`src/hw/rtl/assert_macros.svh`:
```
// Assertion macros for the RTL files that check their own behavior.
// Depends on nothing; expects aclk and aresetn in the including scope.
`ifndef ASSERT_MACROS_SVH
`define ASSERT_MACROS_SVH

// Same-cycle implication, disabled in reset.
`define ECF_ASSERT_IMP(lbl, ante, cons) \
    lbl: assert property (@(posedge aclk) disable iff (!aresetn) (ante) |-> (cons)) \
        else $error("ecf assertion failed");

// Next-cycle implication, disabled in reset.
`define ECF_ASSERT_NXT(lbl, ante, cons) \
    lbl: assert property (@(posedge aclk) disable iff (!aresetn) (ante) |=> (cons)) \
        else $error("ecf assertion failed");

`endif

```
`src/hw/rtl/ecf_pkg.sv`:
```
// Shared types and constants of the elevation cell fusion unit.
// Used by the controller, the datapath and the top level.
`timescale 1ns / 1ps
package ecf_pkg;

    localparam int GRID_COLS  = 128;
    localparam int GRID_ROWS  = 128;
    localparam int CELL_COUNT = GRID_COLS * GRID_ROWS;
    localparam int COL_W      = $clog2(GRID_COLS);
    localparam int ROW_W      = $clog2(GRID_ROWS);
    localparam int ADDR_W     = $clog2(CELL_COUNT);

    localparam int IN_IDX_W   = 7;
    localparam int S_TDATA_W  = 80;
    localparam int M_TDATA_W  = 64;

    // operation codes
    localparam logic OP_FUSE  = 1'b0;
    localparam logic OP_SWEEP = 1'b1;

    // result status codes
    localparam logic [1:0] ST_INIT   = 2'd0;
    localparam logic [1:0] ST_FUSED  = 2'd1;
    localparam logic [1:0] ST_REJECT = 2'd2;
    localparam logic [1:0] ST_SWEEP  = 2'd3;

    // register indexes
    localparam int CFG_IDX_W = 2;
    localparam logic [CFG_IDX_W-1:0] REG_MIN_PV   = 2'd0;
    localparam logic [CFG_IDX_W-1:0] REG_GATE_THR = 2'd1;
    localparam logic [CFG_IDX_W-1:0] REG_VAR_MIN  = 2'd2;
    localparam logic [CFG_IDX_W-1:0] REG_VAR_MAX  = 2'd3;

    // result selection
    localparam logic [2:0] RES_NONE     = 3'd0;
    localparam logic [2:0] RES_INIT     = 3'd1;
    localparam logic [2:0] RES_REJ_ZERO = 3'd2;
    localparam logic [2:0] RES_REJ      = 3'd3;
    localparam logic [2:0] RES_KEEP     = 3'd4;
    localparam logic [2:0] RES_FUSED    = 3'd5;
    localparam logic [2:0] RES_SWEEP    = 3'd6;

    typedef struct packed {
        logic       load;
        logic       fuse_rd;
        logic       calc_d;
        logic       init_wr;
        logic       mul_gate;
        logic       mul_upd;
        logic       div1_go;
        logic       div1_take;
        logic       div2_go;
        logic       div2_take;
        logic       upd_wr;
        logic       sw_rd;
        logic       sw_wr;
        logic       scan_next;
        logic       clr_wr;
        logic       out_load;
        logic [2:0] res_sel;
    } ecf_cmd_t;

    typedef struct packed {
        logic is_sweep;
        logic out_of_grid;
        logic cell_valid;
        logic gate_fail;
        logic sum_zero;
        logic div_done;
        logic scan_last;
        logic row_last;
        logic out_free;
    } ecf_sts_t;

endpackage

```
`src/hw/rtl/ecf_ctrl.sv`:
```
// Controller state machine: sequences the valid clear, fuse steps and the sweep.
// Uses ecf_pkg; drives ecf_datapath through ecf_cmd_t.
`timescale 1ns / 1ps
module ecf_ctrl
    import ecf_pkg::*;
(
    input  logic     aclk,
    input  logic     aresetn,
    input  logic     in_valid,
    output logic     in_ready,
    input  ecf_sts_t sts,
    output ecf_cmd_t cmd
);

    localparam logic [3:0] S_CLR  = 4'd0;
    localparam logic [3:0] S_IDLE = 4'd1;
    localparam logic [3:0] S_FRD  = 4'd2;
    localparam logic [3:0] S_FCHK = 4'd3;
    localparam logic [3:0] S_MUL  = 4'd4;
    localparam logic [3:0] S_GATE = 4'd5;
    localparam logic [3:0] S_D1S  = 4'd6;
    localparam logic [3:0] S_D1W  = 4'd7;
    localparam logic [3:0] S_D2S  = 4'd8;
    localparam logic [3:0] S_D2W  = 4'd9;
    localparam logic [3:0] S_UPD  = 4'd10;
    localparam logic [3:0] S_SRD  = 4'd11;
    localparam logic [3:0] S_SWR  = 4'd12;
    localparam logic [3:0] S_DONE = 4'd13;

    logic [3:0] state_reg, state_next;

    always_comb begin
        state_next = state_reg;
        cmd        = '0;
        cmd.res_sel = RES_NONE;
        in_ready   = 1'b0;
        unique case (state_reg)
            S_CLR: begin
                cmd.clr_wr = 1'b1;
                if (sts.row_last) begin
                    state_next = S_IDLE;
                end
            end
            S_IDLE: begin
                in_ready = 1'b1;
                if (in_valid) begin
                    cmd.load   = 1'b1;
                    state_next = S_FRD;
                end
            end
            S_FRD: begin
                priority if (sts.is_sweep) begin
                    state_next = S_SRD;
                end else if (sts.out_of_grid) begin
                    cmd.res_sel = RES_REJ_ZERO;
                    state_next  = S_DONE;
                end else begin
                    cmd.fuse_rd = 1'b1;
                    state_next  = S_FCHK;
                end
            end
            S_FCHK: begin
                cmd.calc_d = 1'b1;
                if (sts.cell_valid) begin
                    state_next = S_MUL;
                end else begin
                    cmd.init_wr = 1'b1;
                    cmd.res_sel = RES_INIT;
                    state_next  = S_DONE;
                end
            end
            S_MUL: begin
                cmd.mul_gate = 1'b1;
                state_next   = S_GATE;
            end
            S_GATE: begin
                priority if (sts.gate_fail) begin
                    cmd.res_sel = RES_REJ;
                    state_next  = S_DONE;
                end else if (sts.sum_zero) begin
                    cmd.res_sel = RES_KEEP;
                    state_next  = S_DONE;
                end else begin
                    cmd.mul_upd = 1'b1;
                    state_next  = S_D1S;
                end
            end
            S_D1S: begin
                cmd.div1_go = 1'b1;
                state_next  = S_D1W;
            end
            S_D1W: begin
                if (sts.div_done) begin
                    cmd.div1_take = 1'b1;
                    state_next    = S_D2S;
                end
            end
            S_D2S: begin
                cmd.div2_go = 1'b1;
                state_next  = S_D2W;
            end
            S_D2W: begin
                if (sts.div_done) begin
                    cmd.div2_take = 1'b1;
                    state_next    = S_UPD;
                end
            end
            S_UPD: begin
                cmd.upd_wr  = 1'b1;
                cmd.res_sel = RES_FUSED;
                state_next  = S_DONE;
            end
            S_SRD: begin
                cmd.sw_rd  = 1'b1;
                state_next = S_SWR;
            end
            S_SWR: begin
                cmd.sw_wr = 1'b1;
                if (sts.scan_last) begin
                    cmd.res_sel = RES_SWEEP;
                    state_next  = S_DONE;
                end else begin
                    cmd.scan_next = 1'b1;
                    state_next    = S_SRD;
                end
            end
            S_DONE: begin
                // hold until the output register can take the word
                if (sts.out_free) begin
                    cmd.out_load = 1'b1;
                    state_next   = S_IDLE;
                end
            end
            default: begin
                state_next = S_IDLE;
            end
        endcase
    end

    always_ff @(posedge aclk) begin
        if (!aresetn) begin
            state_reg <= S_CLR;
        end else begin
            state_reg <= state_next;
        end
    end

endmodule

```
`config.mk`:
```
export PLATFORM = sky130hd
export DESIGN_NAME = ecf_ctrl
export DESIGN_NICKNAME = d
export VERILOG_FILES = /design/src/hw/rtl/assert_macros.svh /design/src/hw/rtl/ecf_pkg.sv /design/src/hw/rtl/ecf_ctrl.sv
export SDC_FILE = /design/constraint.sdc
export NUM_CORES = 1
export LEC_CHECK = 0
export BUFFER_PORTS_ARGS = -buffer_cell sky130_fd_sc_hd__clkbuf_2
export CORE_UTILIZATION = 46
export DETAILED_ROUTE_END_ITERATION = 10
export PLACE_DENSITY = 0.82
export SYNTH_ARGS = -nofsm -noshare
export SYNTH_HDL_FRONTEND = slang
export SYNTH_SLANG_ARGS = --single-unit
```
`constraint.sdc`:
```
create_clock -name aclk -period 4 [get_ports aclk]
set_input_delay 0.8 -clock aclk [delete_from_list [all_inputs] [get_ports aclk]]
set_output_delay 0.8 -clock aclk [all_outputs]
set_load 0.02 [all_outputs]
```
==> metrics.cfg, run 1 <==
[layout]
diodes = 0
design_area_sq_um = 766
largest_reg_flops = 4
num-nets-final = 134
layout-drive-gt1-share = 0.308
n_fill_cell = 115
layoutNonFillerInstCount = 134
fin_util = 0.662
syn_to_final_growth_pct = 28.0

[drt]
wl_per_cell_microns = 12.7
final_antenna_net_count = 0
firstDrtPassIters = 4
post-route-drc-count = 0
routed_wl_microns = 1710
drt-initial-drc-count = 10
vias_per_cell = 6.04
vias = 810

[clock_network]
hold_buffers = 0
clock_latency_ns = 0.24
cts_resized = 0
post_cts.repair.setup_buffers = 0
numCtsBuffers = 3
cts_tree = yes
htreeDepth = 1
cts_buffer_depth = 2
clk_pin_slew_ns = 0.04
clock-sinks = 4
root_buffer = clkbuf_4

[synth]
synth_seq_area_share = 0.134
syn_inst = 92
post-synth-top-area-fraction = 0.134
ys_seq_elements = 4
synth_common_cells = 12 x nor2_1, 12 x nor3_1, 7 x inv_1
synth_warnings = 0
synth.cell_area_sq_um = 598
ys.flop_type = dfxtp_1
avgSynthCellArea_sq_um = 6.50
synthTopCellsByArea = dfxtp_1 13%, nor3_1 10%, nor2_1 7.5%
synth_cell_types = 36
syn-num-nets = 104
async_flop_share = 0
synth_edf_count = 0
yosysTopAreaCell = dfxtp_1

[placed_design]
place_hpwl_microns = 1320
gp_congestion = 0.862
portBuffers = 31
dp_worst_setup_slack_ns = 1.53
placed_area_sq_um = 743
dp_cells = 131

[grt]
grt_first_pass_wirelength_microns = 2700
overflow = 0
grt_max_degree = 22
grt_pass1_vias = 637
groute.usage.overall = 0.257
antenna_found_initial = 0

[pwr]
seq_power_share = 0.324
switching_share = 0.365
combPwrFrac = 0.345
leakage_nw = 0.329
p_int_mw = 0.0961
report.power.total_mw = 0.151
powerDensity_nw_per_um2 = 198
ir_worst_vdd_uv = 223
switchingPower_mw = 0.0552
p_clk_frac = 0.331

[floorplanning]
start_util = 0.517
die_y_microns = 38.1
coreArea_sq_um = 1160
die_area_sq_um = 1450
pin_count = 32
die_w_microns = 38.1
rows = 12

[critical_path]
reg2reg_from = state_reg[2]
start_kind = register
required_ns = 3.20
worst_setup_path_end_kind = primary output
cp_data_arrival_time_ns = 1.84
reg2regPathDepth = 4
crit_path_end = cmd[1]
path_max_fanout = 16
reg2reg_slack_ns = 2.03
critPathLaunch = state_reg[1]
rr_endpoint = state_reg[3]
crit_type = register to primary output

[timing]
holdWs_ns = 0.791
finClkSkew_ns = 0.00680
rsz0062_at_grt = no
maxSlewHeadroom = 0.552
setup-tns-final_ns = 0
finalSetupViolCount = 0
finalHoldViolCount = 0
period_minus_slack_ns = 2.64
drv_slew = 0
fin_crit_sh = 0.660
fmax_mhz = 379
fin_ws_ns = 1.36
worst_pin_slew_ns = 0.672

[status]
status = completed

[run]
cap_violations = 0

[hold_path]
min_path_type = register to register
holdPathStages = 1

-- metal layers --
metal  part of all wire  up-vias  global-route usage
li1                   -      397                   -
met1               0.45      373               0.333
met2               0.48       40               0.445
met3              0.065        0              0.0698
met4                  0        0                   0
met5                  0        -                   0
-- final cells by class --
cell class / count / area [sq um] / area share
tap: 14 / 17.5 / 0.0229
inverter: 7 / 26.3 / 0.0343
sequential: 4 / 80.1 / 0.105
timing repair buffer: 31 / 155 / 0.203
clock buffer: 3 / 22.5 / 0.0294
multi-input combinational: 75 / 464 / 0.606
-- worst min path at each step --
stage	startpoint	to	slack, ns
5_1_grt	aresetn	state_reg[1]	0.84
3_5_place_dp	state_reg[3]	state_reg[3]	0.77
2_1_floorplan	state_reg[3]	state_reg[0]	0.71
4_1_cts	state_reg[3]	state_reg[3]	0.78
3_3_place_gp	state_reg[3]	state_reg[3]	0.77
6_report	state_reg[3]	state_reg[3]	0.79
-- critical path: stages (launching register included) --
cell      delay, ns
dfxtp_1        0.60
nand2b_1       0.30
o32ai_1        0.33
nor2_1         0.06
a21oi_1        0.13
clkbuf_2       0.18
-- power by group through the flow --
| stage | sequential (mW) | clock, mW | combinational (mW) |
|---|---|---|---|
| 2_1_floorplan | 0.0446 | 0 | 0.0380 |
| 5_1_grt | 0.0495 | 0.0535 | 0.0574 |
| 3_3_place_gp | 0.0494 | 0 | 0.0510 |
| 4_1_cts | 0.0487 | 0.0522 | 0.0523 |
| 3_5_place_dp | 0.0493 | 0 | 0.0520 |
| 6_report | 0.0490 | 0.0501 | 0.0522 |
-- cell families after synthesis --
group	count (synthesis)	synth area share
compound gates	23	0.318
buf+inv	13	0.0900
flops	4	0.134
simple gates	52	0.458
-- cells in the final DEF (no fill, tap or decap), drive strengths merged, types with 2 or more instances in the layout --
master  netlist  layout
a21oi         2       2
nor4          3       3
inv           7       7
nand2b        6       6
nand4         2       2
a21boi        2       2
clkbuf        2      34
o21ai         5       5
o211ai        3       3
nor2         12      12
or2           2       2
dfxtp         4       4
nor3         12      12
nand2         6       6
or4           2       2
(Power assumes the default switching activity.)
==> inputs of run 2 (changes only) <==
--- a/config.mk
+++ b/config.mk
@@ -6,9 +6,9 @@
 export NUM_CORES = 1
 export LEC_CHECK = 0
 export BUFFER_PORTS_ARGS = -buffer_cell sky130_fd_sc_hd__clkbuf_2
-export CORE_UTILIZATION = 46
+export CORE_UTILIZATION = 39
 export DETAILED_ROUTE_END_ITERATION = 10
-export PLACE_DENSITY = 0.82
+export PLACE_DENSITY = 0.74
 export SYNTH_ARGS = -nofsm -noshare
 export SYNTH_HDL_FRONTEND = slang
 export SYNTH_SLANG_ARGS = --single-unit
==> constraint.sdc (replaced) <==
create_clock -name aclk -period 2.1 [get_ports aclk]
set_input_delay 0.42 -clock aclk [delete_from_list [all_inputs] [get_ports aclk]]
set_output_delay 0.42 -clock aclk [all_outputs]
set_load 0.02 [all_outputs]
==> metrics.cfg, run 2 (synthesis gave the netlist of run 1 again) <==
[layout]
layout_commonest_cell = clkbuf_2
layout-drive-gt1-share = 0.358
design_area_sq_um = 795
syn_to_final_growth_pct = 32.8
fin_util = 0.582
mostFrequentLayoutCells = 31 x clkbuf_2, 12 x nor2_1, 12 x nor3_1, 7 x inv_1
num-nets-final = 137
largest_reg_flops = 4
diodes = 0

[timing]
fmax_mhz = 506
setup-tns-final_ns = 0
holdWs_ns = 0.458
period_minus_slack_ns = 1.98
worst_pin_slew_ns = 0.426
finalHoldViolCount = 0
maxSlewHeadroom = 0.714
fin_crit_sh = 0.941
finalSetupViolCount = 0
rsz0062_at_grt = no
finClkSkew_ns = 0.00220
drv_slew = 0

[grt]
grt_first_pass_wirelength_microns = 2590
groute.usage.overall = 0.224
grt_pass1_vias = 620
grt_max_degree = 22
antenna_found_initial = 0
overflow = 0

[drt]
drt-initial-drc-count = 12
final_antenna_net_count = 0
firstDrtPassIters = 4
vias = 784
wl_per_cell_microns = 12.3
routed_wl_microns = 1690
post-route-drc-count = 0
vias_per_cell = 5.68

[status]
status = completed

[run]
cap_violations = 0

[clock_network]
htreeDepth = 1
post_cts.repair.setup_buffers = 0
numCtsBuffers = 3
cts_buffer_depth = 2
clock-sinks = 4
clock_latency_ns = 0.23
clk_pin_slew_ns = 0.04
cts_tree = yes
hold_buffers = 0
root_buffer = clkbuf_4

[critical_path]
path_max_fanout = 16
worst_setup_path_end_kind = primary output
reg2regPathDepth = 4
start_kind = register
crit_type = register to primary output
cp_data_arrival_time_ns = 1.56
required_ns = 1.68

[hold_path]
holdPathStages = 3
min_path_type = input pin to register

[pwr]
ir_worst_vdd_uv = 330
report.power.total_mw = 0.294
powerDensity_nw_per_um2 = 369
leakage_nw = 0.345

[placed_design]
placed_area_sq_um = 767
gp_congestion = 0.874
place_hpwl_microns = 1360
portBuffers = 31

[floorplanning]
coreArea_sq_um = 1370
start_util = 0.438
pin_count = 32
die_area_sq_um = 1690
die_y_microns = 41.2
rows = 13
die_w_microns = 41.2

## run 2: stage by stage
stage	setup slack, ns	instances
floorplan	0.208	92
global placement	0.234	135
detailed placement	0.171	135
CTS	0.0277	138
global route	0.0254	138
finish	0.123	138
## run 2: critical path, stage by stage (launching register included)
cell	delay, ns
dfxtp_2	0.39
or2_1	0.33
nor4_1	0.36
clkbuf_2	0.24
## run 2: report_power, final
| part | internal [mW] | switching (mW) |
|---|---|---|
| clock network | 0.0639 | 0.0302 |
| logic | 0.0454 | 0.0624 |
| registers | 0.0802 | 0.0115 |
## run 2: what timing repair did
| item | in CTS | in global routing |
|---|---|---|
| endpoints found under the setup margin | 1 | 8 |
| resized for setup | 1 | 3 |
| pin swaps | 0 | 0 |
| endpoints found under the hold margin | 0 | 0 |
## run 2: cell type report
class                      instances  area, sq um
fill                             137          572
multi-input combinational         75          464
timing repair buffer              34          178
clock buffer                       3         22.5
sequential                         4         85.1
tap                               15         18.8
inverter                           7         26.3
## run 2: worst paths after layout
| path | slack [ns] | start | to |
|---|---|---|---|
| worst max-delay path | 0.12 | state_reg[1] | cmd[13] |
| worst min register to register | 0.65 | state_reg[2] | state_reg[2] |
| worst min-delay path | 0.46 | aresetn | state_reg[0] |
| worst max register to register | 0.40 | state_reg[3] | state_reg[3] |
## run 2: layer usage
metal,up-vias,track usage,part of all wire
li1,404,-,-
met1,353,0.306,0.47
met2,27,0.391,0.47
met3,0,0.0326,0.062
met4,0,0,0
met5,-,0,0
==> inputs of run 3 (changes only) <==
--- a/config.mk
+++ b/config.mk
@@ -8,7 +8,7 @@
 export BUFFER_PORTS_ARGS = -buffer_cell sky130_fd_sc_hd__clkbuf_2
 export CORE_UTILIZATION = 39
 export DETAILED_ROUTE_END_ITERATION = 10
-export PLACE_DENSITY = 0.74
+export PLACE_DENSITY = 0.73
 export SYNTH_ARGS = -nofsm -noshare
 export SYNTH_HDL_FRONTEND = slang
 export SYNTH_SLANG_ARGS = --single-unit
==> metrics.cfg, run 3 (synthesis gave the netlist of run 1 again) <==
[pwr]
report.power.total_mw = 0.292
ir_worst_vdd_uv = 257
powerDensity_nw_per_um2 = 368
leakage_nw = 0.345

[drt]
wl_per_cell_microns = 13.5
final_antenna_net_count = 0
firstDrtPassIters = 4
vias_per_cell = 5.91
drt-initial-drc-count = 21
post-route-drc-count = 0
vias = 816
routed_wl_microns = 1860

[critical_path]
worst_setup_path_end_kind = primary output
crit_type = register to primary output
cp_data_arrival_time_ns = 1.53
required_ns = 1.68
start_kind = register
path_max_fanout = 13
worstPathCellList = buf_4 -> or4_1 -> inv_1 -> clkbuf_2
critPathMaxStageDelay_ns = 0.54
cp_slowest_cell = or4_1

[floorplanning]
die_w_microns = 41.2
die_y_microns = 41.2
die_area_sq_um = 1690
coreArea_sq_um = 1370
rows = 13
start_util = 0.438
pin_count = 32

[run]
cap_violations = 0

[clock_network]
htreeDepth = 1
root_buffer = clkbuf_4
hold_buffers = 0
clock-sinks = 4
numCtsBuffers = 3
clk_pin_slew_ns = 0.03
cts_buffer_depth = 2
cts_tree = yes
clock_latency_ns = 0.23

[timing]
setup-tns-final_ns = 0
drv_slew = 0
rsz0062_at_grt = no
worst_pin_slew_ns = 0.383
fin_crit_sh = 0.931
maxSlewHeadroom = 0.742
fmax_mhz = 512
finalSetupViolCount = 0
holdWs_ns = 0.458
finClkSkew_ns = 0.00522
period_minus_slack_ns = 1.95
finalHoldViolCount = 0

[status]
status = completed

[placed_design]
gp_congestion = 0.801
place_hpwl_microns = 1430
dp_cells = 135
portBuffers = 31

[layout]
fin_util = 0.582
diodes = 0
layout_commonest_cell = clkbuf_2
layout-drive-gt1-share = 0.358
mostFrequentLayoutCells = 31 x clkbuf_2, 12 x nor2_1, 12 x nor3_1, 7 x inv_1
num-nets-final = 137
largest_reg_flops = 4
layoutNonFillerInstCount = 138
syn_to_final_growth_pct = 32.8

[grt]
groute.usage.overall = 0.279
grt_pass1_vias = 661
grt_max_degree = 22
overflow = 0
grt_first_pass_wirelength_microns = 3110
antenna_found_initial = 0

[hold_path]
min_path_type = input pin to register

[run 3: layout make-up]
class	instances	area, sq um
tap	15	18.8
multi-input combinational	75	464
fill	155	572
clock buffer	3	22.5
sequential	4	85.1
inverter	7	26.3
timing repair buffer	34	178
[run 3: per-layer routing]
metal  track usage  wire length [microns]  vias to the layer above
li1              -                      -                      410
met1         0.392                    851                      370
met2         0.430                    885                       36
met3        0.0707                    120                        0
met4        0.0484                      0                        0
met5             0                      0                        -
[run 3: final timing paths]
| kind | start | end | slack, ns | cells past startpoint |
|---|---|---|---|---|
| hold reg to reg | state_reg[2] | state_reg[2] | 0.66 | 2 |
| hold / removal | aresetn | state_reg[3] | 0.46 | 2 |
| setup / recovery | state_reg[3] | cmd[4] | 0.15 | 4 |
| setup reg to reg | state_reg[1] | state_reg[3] | 0.43 | 4 |
[run 3: power breakdown]
part | internal [mW] | total, mW | switching [mW] | leakage [nW]
Clock | 0.0638 | 0.0942 | 0.0304 | 0.0138
Sequential | 0.0802 | 0.0941 | 0.0139 | 0.0343
Combinational | 0.0431 | 0.104 | 0.0611 | 0.297
[run 3: timing repair]
action                                  CTS  global route
setup buffers                             0             0
endpoints found under the setup margin    1             8
resized for setup                         2             2
hold endpoints to repair                  0             0
[run 3: critical path: cells and delay by family, from the launching register on]
family,cells,cell delay [ns]
simple gates,1,0.54
buf+inv,3,0.39
flops,1,0.37
[run 3: metrics by stage]
step	cell area [sq um]	setup slack (ns)
finish	795	0.145
global route	795	0.00677
CTS	792	0.0257
detailed placement	767	0.160
global placement	767	0.214
floorplan	598	0.208
